$ cat src/rtl/c6502_pkg.sv
// Shared types and constants for the 6502 ALU/branch/BRK unit.
// No dependencies.
`timescale 1ns / 1ps
`default_nettype none

package c6502_pkg;

    localparam int unsigned IN_TDATA_W  = 56;
    localparam int unsigned OUT_TDATA_W = 64;

    localparam logic [2:0] REQ_ADC   = 3'd0;
    localparam logic [2:0] REQ_AND   = 3'd1;
    localparam logic [2:0] REQ_ASL_A = 3'd2;
    localparam logic [2:0] REQ_ASL_M = 3'd3;
    localparam logic [2:0] REQ_BIT   = 3'd4;
    localparam logic [2:0] REQ_BRA   = 3'd5;
    localparam logic [2:0] REQ_BRK   = 3'd6;

    localparam logic [2:0] COND_BPL = 3'd0;
    localparam logic [2:0] COND_BMI = 3'd1;
    localparam logic [2:0] COND_BCC = 3'd2;
    localparam logic [2:0] COND_BCS = 3'd3;
    localparam logic [2:0] COND_BNE = 3'd4;
    localparam logic [2:0] COND_BEQ = 3'd5;

    localparam int unsigned FLAG_C = 0;
    localparam int unsigned FLAG_Z = 1;
    localparam int unsigned FLAG_I = 2;
    localparam int unsigned FLAG_B = 4;
    localparam int unsigned FLAG_U = 5;
    localparam int unsigned FLAG_V = 6;
    localparam int unsigned FLAG_N = 7;

    localparam logic [7:0] ACC_RESET    = 8'h00;
    localparam logic [7:0] STATUS_RESET = 8'h24;
    localparam logic [7:0] SP_RESET     = 8'hFD;
    localparam logic [7:0] STACK_PAGE   = 8'h01;

    localparam logic [1:0] BRK_IDLE  = 2'd0;
    localparam logic [1:0] BRK_LAST  = 2'd1;
    localparam logic [1:0] BRK_LOW   = 2'd2;

    typedef struct packed {
        logic        mem_write;
        logic [15:0] mem_addr;
        logic [7:0]  mem_data;
        logic [7:0]  acc_out;
        logic [7:0]  status_out;
        logic [15:0] next_pc;
        logic [1:0]  extra_cycles;
        logic        last_of_run;
    } res_t;

endpackage

`default_nettype wire

$ cat src/rtl/cpu6502_alu_branch_brk_unit_top.sv
// Top level of the 6502 ALU/branch/BRK unit: state, result register, BRK sequencer.
// Depends on c6502_pkg.
`timescale 1ns / 1ps
`default_nettype none

// Channel   Dir  tdata                                   tuser      tlast
// s_axis    in   operand,address,branch_cond,offset,pc   req_type   -
// m_axis    out  mem_addr,mem_data,acc,status,npc,extra  mem_write  last_of_run
// cfg       in   cfg_wr_data = irq_vector (cfg_wr_en)    -          -
//
// One input per cycle unless stalled or in BRK; results are registered at acceptance.
// BRK gives three output transfers; input is held off until the last is loaded.
// Output register frees and refills in the same cycle, so a stall only waits on m_axis_tready.
// Reset: A = 00, P = 24, S = FD, irq_vector = 0000, output empty.

module cpu6502_alu_branch_brk_unit_top
(
    input  wire logic        clk,
    input  wire logic        rst_n,
    input  wire logic        s_axis_tvalid,
    output logic             s_axis_tready,
    // [7:0] operand, [23:8] address, [26:24] branch_cond, [34:27] branch_offset,
    // [50:35] pc_now, [55:51] zero
    input  wire logic [c6502_pkg::IN_TDATA_W-1:0] s_axis_tdata,
    // [2:0] req_type
    input  wire logic [2:0]  s_axis_tuser,
    output logic             m_axis_tvalid,
    input  wire logic        m_axis_tready,
    // [15:0] mem_addr, [23:16] mem_data, [31:24] acc_out, [39:32] status_out,
    // [55:40] next_pc, [57:56] extra_cycles, [63:58] zero
    output logic [c6502_pkg::OUT_TDATA_W-1:0] m_axis_tdata,
    // [0] mem_write
    output logic [0:0]       m_axis_tuser,
    output logic             m_axis_tlast,
    input  wire logic        cfg_wr_en,
    input  wire logic [15:0] cfg_wr_data
);

    logic [7:0]  acc_reg, acc_next;
    logic [7:0]  status_reg, status_next;
    logic [7:0]  sp_reg, sp_next;
    logic [15:0] irq_vector_reg;
    logic        out_valid_reg, out_valid_next;
    c6502_pkg::res_t out_reg, out_next;
    logic [1:0]  brk_left_reg, brk_left_next;
    logic [7:0]  brk_lo_reg, brk_lo_next;
    logic [7:0]  brk_psr_reg, brk_psr_next;
    logic [7:0]  brk_sp_reg, brk_sp_next;

    logic        s_xfer;
    logic        out_free;
    logic [7:0]  operand;
    logic [15:0] address;
    logic [2:0]  branch_cond;
    logic [7:0]  branch_offset;
    logic [15:0] pc_now;
    logic [8:0]  sum;
    logic [7:0]  alu_r;
    logic        take;
    logic [15:0] target;
    logic [15:0] ret_pc;
    c6502_pkg::res_t res;

    assign operand       = s_axis_tdata[7:0];
    assign address       = s_axis_tdata[23:8];
    assign branch_cond   = s_axis_tdata[26:24];
    assign branch_offset = s_axis_tdata[34:27];
    assign pc_now        = s_axis_tdata[50:35];

    assign out_free      = !out_valid_reg || m_axis_tready;
    assign s_axis_tready = (brk_left_reg == c6502_pkg::BRK_IDLE) && out_free;
    assign s_xfer        = s_axis_tvalid && s_axis_tready;

    assign sum    = {1'b0, acc_reg} + {1'b0, operand} + {8'd0, status_reg[c6502_pkg::FLAG_C]};
    assign target = pc_now + {{8{branch_offset[7]}}, branch_offset};
    assign ret_pc = pc_now + 16'd1;

    always_comb
    begin
        take = 1'b0;
        case (branch_cond)
            c6502_pkg::COND_BPL: take = !status_reg[c6502_pkg::FLAG_N];
            c6502_pkg::COND_BMI: take =  status_reg[c6502_pkg::FLAG_N];
            c6502_pkg::COND_BCC: take = !status_reg[c6502_pkg::FLAG_C];
            c6502_pkg::COND_BCS: take =  status_reg[c6502_pkg::FLAG_C];
            c6502_pkg::COND_BNE: take = !status_reg[c6502_pkg::FLAG_Z];
            c6502_pkg::COND_BEQ: take =  status_reg[c6502_pkg::FLAG_Z];
            default:             take = 1'b0;
        endcase
    end

    // one item: next architectural state and first result
    always_comb
    begin
        acc_next     = acc_reg;
        status_next  = status_reg;
        sp_next      = sp_reg;
        alu_r        = 8'd0;
        brk_lo_next  = brk_lo_reg;
        brk_psr_next = brk_psr_reg;
        res.mem_write    = 1'b0;
        res.mem_addr     = 16'd0;
        res.mem_data     = 8'd0;
        res.next_pc      = pc_now;
        res.extra_cycles = 2'd0;
        res.last_of_run  = 1'b1;
        case (s_axis_tuser)
            c6502_pkg::REQ_ADC:
            begin
                alu_r = sum[7:0];
                acc_next = alu_r;
                status_next[c6502_pkg::FLAG_C] = sum[8];
                status_next[c6502_pkg::FLAG_V] = ~(acc_reg[7] ^ operand[7]) & (acc_reg[7] ^ alu_r[7]);
                status_next[c6502_pkg::FLAG_Z] = (alu_r == 8'd0);
                status_next[c6502_pkg::FLAG_N] = alu_r[7];
            end
            c6502_pkg::REQ_AND:
            begin
                alu_r = acc_reg & operand;
                acc_next = alu_r;
                status_next[c6502_pkg::FLAG_Z] = (alu_r == 8'd0);
                status_next[c6502_pkg::FLAG_N] = alu_r[7];
            end
            c6502_pkg::REQ_ASL_A:
            begin
                alu_r = {acc_reg[6:0], 1'b0};
                acc_next = alu_r;
                status_next[c6502_pkg::FLAG_C] = acc_reg[7];
                status_next[c6502_pkg::FLAG_Z] = (alu_r == 8'd0);
                status_next[c6502_pkg::FLAG_N] = alu_r[7];
            end
            c6502_pkg::REQ_ASL_M:
            begin
                alu_r = {operand[6:0], 1'b0};
                status_next[c6502_pkg::FLAG_C] = operand[7];
                status_next[c6502_pkg::FLAG_Z] = (alu_r == 8'd0);
                status_next[c6502_pkg::FLAG_N] = alu_r[7];
                res.mem_write = 1'b1;
                res.mem_addr  = address;
                res.mem_data  = alu_r;
            end
            c6502_pkg::REQ_BIT:
            begin
                status_next[c6502_pkg::FLAG_Z] = ((acc_reg & operand) == 8'd0);
                status_next[c6502_pkg::FLAG_V] = operand[6];
                status_next[c6502_pkg::FLAG_N] = operand[7];
            end
            c6502_pkg::REQ_BRA:
            begin
                if (take)
                begin
                    res.next_pc      = target;
                    res.extra_cycles = (pc_now[15:8] != target[15:8]) ? 2'd2 : 2'd1;
                end
            end
            c6502_pkg::REQ_BRK:
            begin
                // pushes PC+1 high, PC+1 low, then P with B and unused set
                sp_next      = sp_reg - 8'd3;
                brk_lo_next  = ret_pc[7:0];
                brk_psr_next = status_reg | 8'h30;
                status_next  = (status_reg | 8'h24) & 8'hEF;
                res.mem_write   = 1'b1;
                res.mem_addr    = {c6502_pkg::STACK_PAGE, sp_reg};
                res.mem_data    = ret_pc[15:8];
                res.next_pc     = irq_vector_reg;
                res.last_of_run = 1'b0;
            end
            default:
            begin
                res.next_pc = pc_now;
            end
        endcase
        res.acc_out    = acc_next;
        res.status_out = status_next;
    end

    // output register and BRK push sequencer
    always_comb
    begin
        out_next       = out_reg;
        out_valid_next = out_valid_reg;
        brk_left_next  = brk_left_reg;
        brk_sp_next    = brk_sp_reg;
        if (out_free)
        begin
            if (brk_left_reg == c6502_pkg::BRK_LOW)
            begin
                out_next.mem_addr    = {c6502_pkg::STACK_PAGE, brk_sp_reg};
                out_next.mem_data    = brk_lo_reg;
                out_next.last_of_run = 1'b0;
                out_valid_next       = 1'b1;
                brk_sp_next          = brk_sp_reg - 8'd1;
                brk_left_next        = c6502_pkg::BRK_LAST;
            end
            else if (brk_left_reg == c6502_pkg::BRK_LAST)
            begin
                out_next.mem_addr    = {c6502_pkg::STACK_PAGE, brk_sp_reg};
                out_next.mem_data    = brk_psr_reg;
                out_next.last_of_run = 1'b1;
                out_valid_next       = 1'b1;
                brk_left_next        = c6502_pkg::BRK_IDLE;
            end
            else if (s_xfer)
            begin
                out_next       = res;
                out_valid_next = 1'b1;
                if (s_axis_tuser == c6502_pkg::REQ_BRK)
                begin
                    brk_left_next = c6502_pkg::BRK_LOW;
                    brk_sp_next   = sp_reg - 8'd1;
                end
            end
            else
            begin
                out_valid_next = 1'b0;
            end
        end
    end

    always_ff @(posedge clk or negedge rst_n)
    begin
        if (!rst_n)
        begin
            acc_reg        <= c6502_pkg::ACC_RESET;
            status_reg     <= c6502_pkg::STATUS_RESET;
            sp_reg         <= c6502_pkg::SP_RESET;
            irq_vector_reg <= 16'd0;
            out_valid_reg  <= 1'b0;
            brk_left_reg   <= c6502_pkg::BRK_IDLE;
        end
        else
        begin
            if (s_xfer)
            begin
                acc_reg    <= acc_next;
                status_reg <= status_next;
                sp_reg     <= sp_next;
            end
            if (cfg_wr_en)
            begin
                irq_vector_reg <= cfg_wr_data;
            end
            out_valid_reg <= out_valid_next;
            brk_left_reg  <= brk_left_next;
        end
    end

    always_ff @(posedge clk)
    begin
        out_reg     <= out_next;
        brk_sp_reg  <= brk_sp_next;
        if (s_xfer)
        begin
            brk_lo_reg  <= brk_lo_next;
            brk_psr_reg <= brk_psr_next;
        end
    end

    assign m_axis_tvalid = out_valid_reg;
    assign m_axis_tdata  = {6'd0, out_reg.extra_cycles, out_reg.next_pc, out_reg.status_out,
                            out_reg.acc_out, out_reg.mem_data, out_reg.mem_addr};
    assign m_axis_tuser  = out_reg.mem_write;
    assign m_axis_tlast  = out_reg.last_of_run;

endmodule

`default_nettype wire

$ cat config.mk
export PLATFORM = sky130hd
export DESIGN_NAME = cpu6502_alu_branch_brk_unit_top
export DESIGN_NICKNAME = d
export VERILOG_FILES = /design/src/rtl/c6502_pkg.sv /design/src/rtl/cpu6502_alu_branch_brk_unit_top.sv
export SDC_FILE = /design/constraint.sdc
export NUM_CORES = 1
export LEC_CHECK = 0
export ABC_AREA = 1
export BUFFER_PORTS_ARGS = -buffer_cell sky130_fd_sc_hd__buf_2
export CAP_MARGIN = 10
export CORE_ASPECT_RATIO = 1.25
export CORE_UTILIZATION = 40
export CTS_CLUSTER_DIAMETER = 40
export DETAILED_ROUTE_END_ITERATION = 16
export GPL_TIMING_DRIVEN = 0
export PLACE_DENSITY = 0.69
export SLEW_MARGIN = 10
export SYNTH_ARGS = -nofsm -noshare
export SYNTH_HDL_FRONTEND = slang
export SYNTH_SLANG_ARGS = --single-unit
export TNS_END_PERCENT = 10
$ cat constraint.sdc
create_clock -name clk -period 4.5 [get_ports clk]
set_input_delay 0.225 -clock clk [delete_from_list [all_inputs] [get_ports clk]]
set_output_delay 0.225 -clock clk [all_outputs]
set_load 0.005 [all_outputs]
==> impl_metrics.toml, run 1 <==
[sta]
rsz0062_at_grt = "false"
worst_slack_ns = 1.77
fmax_mhz = 366
period_needed_ns = 2.73
skew_ns = 0.0145
hold_ws_ns = -0.0237
slew_headroom_pct = 31.0
finalMaxSlewViolations = 0
worst_pin_slew_ns = 1.03
hold_violations = 18
setup_tns_ns = 0
fin_crit_sh_pct = 60.7
finalSetupViolCount = 0

[placement]
gp_congestion = 0.922
dp_cells = 1313
detailed_place_hpwl_um = 16800
dpl_cell_area_um2 = 8710
dpl_worst_slack_ns = 1.92
io_buffers = 135

[clock_tree]
root_buffer = "clkbuf_16"
cts_made_buffers = 17
holdBufCountCts = 1
clock_latency_ns = 0.43
cts_sinks = 122
cts_setup_buffers = 0
htree_num_levels = 4
cts_tree = "yes"
cts_resized = 0
path_clk_slew_ns = 0.06
clk_path_buf_depth = 2

[setup_path]
critPathArrivalTime_ns = 2.92
critPathBufInv = 2
cp_max_fo = 5
endpoint_kind = "flop"
criticalPathCategory = "flop to flop"
critPathTopFamily = "adder cells"
crit_chain = "inv_1 > fa_1 > fa_1 > inv_1 > nand3_1 > nand2_1 > xnor2_1 > nand3_1 > nor2_1 > nand3_1 > a21boi_0"
critPathLaunchType = "flop"
critPathMaxStageDelay_ns = 0.44
crit_path_frequent_cell = "nand3_1"
slowest_stage = "fa_1"
cp.required_ns = 4.69

[yosys]
synth_area_leader_cell = "edfxtp_1"
ys.flop_type = "edfxtp_1"
syn-instance-count = 938
yosysTopAreaCellShare_pct = 31.4
ys_seq_area_share_pct = 45.2
ys_top_cells_by_area = "edfxtp_1, nand2_1, dfrtp_1, inv_1, ha_1"
synth_edf_count = 80
yosys_warnings = 0
ys_types = 51
synthArstFlopShare_pct = 34.4
ys_ff_latch = 122
synth_area_um2 = 7660
syn_avg_cell_area_um2 = 8.17

[route]
vias_per_cell = 5.13
drt_iter0_markers = 502
vias = 6910
drc = 0
detail_route.wl_per_cell_um = 16.1
drt-pass1-iter-count = 5
final_antenna_net_count = 0
wirelength_um = 21600

[outcome]
status = "complete, but fails checks"
violations = "hold timing"

[cells_and_area]
final_cell_mix = "nand2_1, buf_2, inv_1"
final_common_cell = "nand2_1"
stdcell_area_um2 = 9310
syn2layout_area_growth_pct = 21.5
drive_gt1_share_pct = 20.2
n_antenna_cell = 0
largest_reg_flops = 57
layout.nets = 1214
fin_cells = 1347

[floorplanning]
fp.dieH_um = 157
initial_core_util_pct = 40.8
die_w_um = 126
dieArea_um2 = 19700
boundaryPins = 148
rows = 56
fp.coreArea_um2 = 18800

[flow_run]
maxCapViolCount = 0

[grt]
grt_max_degree = 43
track_usage_pct = 22.5
overflow = 0
grt_pass1_wl_um = 33800
grt_antenna_before_repair = 0
grt_pass1_vias = 6566

[pwr]
leakagePower_nw = 4.35
total_power_mw = 4.84
vdd_ir_drop_max_mv = 0.302
p_per_area_nw_per_um2 = 520

[hold_path]
min_path_type = "input port to async pin"
==> cell families after synthesis <==
logic type	Yosys count	synth area share (%)
flops	122	45.2
other cells	1	0.0490
compound gates	143	11.6
fa+ha+maj	32	5.52
simple gates	452	25.9
xor+xnor	29	3.32
buf+inv	159	8.38
==> report_power, final <==
| part | leakage, nW | internal, mW | total (mW) | switching, mW |
|---|---|---|---|---|
| logic | 2.81 | 0.620 | 1.69 | 1.07 |
| registers | 1.25 | 1.66 | 1.82 | 0.157 |
| clock network | 0.284 | 0.739 | 1.33 | 0.592 |
==> worst paths after layout <==
kind                                 from           endpoint  slack, ns  cells past startpoint
setup / recovery               acc_reg[0]   m_axis_tdata[33]       1.77                     11
hold / removal                      rst_n         acc_reg[3]      -0.02                      1
setup reg to reg               acc_reg[0]   m_axis_tdata[33]       1.77                     11
hold reg to reg             status_reg[5]      status_reg[5]       0.48                      2
max in group asynchronous           rst_n          sp_reg[1]       3.88                      1
min in group clk           cfg_wr_data[0]  irq_vector_reg[0]       0.01                      3
==> worst reg2reg max path: stages (launching register included) <==
cell	delay [ns]
dfrtp_1	0.42
inv_1	0.09
fa_1	0.44
fa_1	0.43
inv_1	0.10
nand3_1	0.06
nand2_1	0.09
xnor2_1	0.15
nand3_1	0.13
nor2_1	0.14
nand3_1	0.12
a21boi_0	0.33
==> per-layer routing <==
layer | routed length (um) | share of wire [%] | track usage [%]
met4 | 735 | 3.4 | 10.9
met5 | 0 | 0 | 0
met3 | 1140 | 5.3 | 4.03
met1 | 8750 | 40 | 25.9
met2 | 11000 | 51 | 40.3
==> cell usage after synthesis, types with 10 or more instances <==
cell type,instances
inv_1,126
edfxtp_1,80
nand2_1,277
nand3_1,64
xor2_1,21
o21ai_0,57
a21oi_1,28
ha_1,29
o211ai_1,17
clkbuf_1,12
o221ai_1,15
nor2_1,62
nand4_1,10
dfrtp_1,33
==> metrics by stage <==
step	utilization, %	hold WS, ns
5_1_grt	49.6	0.0173
2_1_floorplan	-	-0.0706
4_1_cts	49.5	0.00832
6_report	49.6	-0.0237
3_3_place_gp	46.1	0.419
3_5_place_dp	46.4	0.430
==> final cells by class <==
cell class,instances,area [um^2]
plain buffers,29,153
repair buffers,139,746
well taps,232,290
clock inverters,15,155
flip-flops and latches,122,3460
inverters,130,489
multi-input cells,663,3590
fillers,1886,9470
clock buffers,17,425
(Power assumes the default switching activity.)
==> run 2: changes to the inputs <==
Settings changed: ABC_AREA 1 to 0.
Clock period 4.5 ns to 2.6 ns, I/O delays scaled along.
==> impl_metrics.toml, run 2 <==
[outcome]
status = "complete, but fails checks"
violations = "setup timing"

[yosys]
synth_edf_count = 80
synthTopCellsByCount = "edfxtp_1, nand2_1, nor2_1"
synth_area_um2 = 7330
ys_ff_latch = 122
synth_area_leader_cell = "edfxtp_1"
ys_top_cells_by_area = "edfxtp_1, dfrtp_1, ha_1, a21oi_1, xor2_1"
yosys_warnings = 0
synthArstFlopShare_pct = 34.4
syn_avg_cell_area_um2 = 10.1
ys_seq_area_share_pct = 47.3
yosysMostFrequentCell = "edfxtp_1"
syn-instance-count = 726
ys.flop_type = "edfxtp_1"
ys_types = 63
yosysTopAreaCellShare_pct = 32.8

[pwr]
p_per_area_nw_per_um2 = 981
vdd_ir_drop_max_mv = 0.461
total_power_mw = 9.14
leakagePower_nw = 3.79

[grt]
gr-usage-met3_pct = 4.59
grt-busiest-layer = "met2"
grt_max_degree = 43
grt_util_met1_pct = 26.9
track_usage_pct = 22.4
gr-usage-met2_pct = 38.2
grt_pass1_vias = 6066
grt_antenna_before_repair = 1
grt_pass1_wl_um = 31900
overflow = 0

[setup_path]
endpoint_kind = "flop"
criticalPathCategory = "flop to flop"
cp.required_ns = 2.76
critPathArrivalTime_ns = 2.85
cp_max_fo = 5
critPathLaunchType = "flop"

[floorplanning]
boundaryPins = 148
fp.dieH_um = 153
fp.coreArea_um2 = 18000
die_w_um = 123
dieArea_um2 = 18900
initial_core_util_pct = 40.7
rows = 55

[placement]
gp_congestion = 0.932
dpl_cell_area_um2 = 8350
detailed_place_hpwl_um = 14900
dpl_worst_slack_ns = -0.719
io_buffers = 134

[sta]
worst_slack_ns = -0.0882
period_needed_ns = 2.69
fin_crit_sh_pct = 103
skew_ns = 0.0123
setup_tns_ns = -0.137
rsz0062_at_grt = "true"
hold_ws_ns = 0.0385
hold_violations = 0
slew_headroom_pct = 26.4
fmax_mhz = 372
finalSetupViolCount = 3
finalMaxSlewViolations = 0
worst_pin_slew_ns = 1.10

[cells_and_area]
largest_reg_flops = 57
multi_input_area_um2 = 3670
syn2layout_area_growth_pct = 27.1
drive_gt1_share_pct = 26.8
stdcell_area_um2 = 9320
n_fill_cell = 1716
regArea_um2 = 3470
final_common_cell = "buf_2"
final_cell_mix = "buf_2, edfxtp_1, nand2_1"
layout.nets = 1029

[flow_run]
maxCapViolCount = 0

[route]
detail_route.wl_per_cell_um = 17.7
drt_iter0_markers = 511
drc = 0
wirelength_um = 20500
vias = 6320
final_antenna_net_count = 0
drt-pass1-iter-count = 5
vias_per_cell = 5.45

[clock_tree]
cts_tree = "yes"
htree_num_levels = 4
clock_latency_ns = 0.43
root_buffer = "clkbuf_16"
cts_sinks = 122
clk_path_buf_depth = 2
cts_made_buffers = 17
path_clk_slew_ns = 0.05

[hold_path]
min_path_type = "input port to flop"
==> run 2: cells by family after synthesis <==
logic type | Yosys count | synth area share [%]
buffers and inverters | 70 | 3.99
adder cells (fa/ha/maj) | 32 | 5.77
multiplexers | 35 | 5.17
XOR/XNOR | 56 | 7.19
flip-flops | 122 | 47.3
AND/OR/NAND/NOR | 210 | 13.5
other | 1 | 0.0512
AO/OA/AOI/OAI | 200 | 17.1
==> run 2: timing repair <==
item                                    CTS  global route
endpoints found under the hold margin    56             0
hold buffers                             24             0
pin swaps                                 4             4
endpoints found under the setup margin   28            35
resized for setup                        15             7
setup buffers                             2             6
==> run 2: final timing paths <==
check                                  from               end  slack (ns)  depth (start not counted)
hold reg to reg               status_reg[4]     status_reg[4]        0.48                          1
setup reg to reg              status_reg[0]  m_axis_tdata[33]       -0.09                         11
hold / removal             s_axis_tdata[35]     brk_lo_reg[0]        0.04                          2
setup / recovery              status_reg[0]  m_axis_tdata[33]       -0.09                         11
min in group asynchronous             rst_n        acc_reg[3]        0.46                          2
max in group asynchronous             rst_n     status_reg[0]        1.39                          2
==> run 2: layout make-up <==
cell class | instances | area share (%)
multi-input cells | 540 | 39.4
well taps | 228 | 3.06
inverters | 25 | 1.05
flip-flops and latches | 122 | 37.2
plain buffers | 44 | 2.14
diodes | 1 | 0.0269
clock buffers | 19 | 4.88
clock inverters | 13 | 1.53
repair buffers | 167 | 10.7
==> run 2: critical path: stages, from the launching register on <==
cell and delay [ns]:
dfrtp_2 0.41, inv_1 0.07, fa_2 0.36, fa_2 0.38
nor2b_2 0.13, o21ai_2 0.07, a21boi_2 0.21, o21ai_2 0.09
nor3b_1 0.16, o221a_2 0.29, a21boi_2 0.19, nor2_1 0.09
==> run 2: per-stage QoR <==
step,util [%],instances
6_report,51.7,1159
5_1_grt,51.7,1159
4_1_cts,51.3,1153
3_5_place_dp,46.3,1095
3_3_place_gp,46.1,1094
2_1_floorplan,-,732
==> run 2: where the power goes <==
group | leakage [nW] | total (mW) | internal [mW] | switching [mW]
Sequential | 1.24 | 3.34 | 2.97 | 0.370
Clock | 0.279 | 2.35 | 1.47 | 0.885
Combinational | 2.27 | 3.44 | 1.42 | 2.02
==> run 2: per-layer routing <==
metal	part of all wire, %	wire length, um
met1	41	8380
met2	50	10300
met3	5.8	1190
met4	3.1	635
met5	0	0
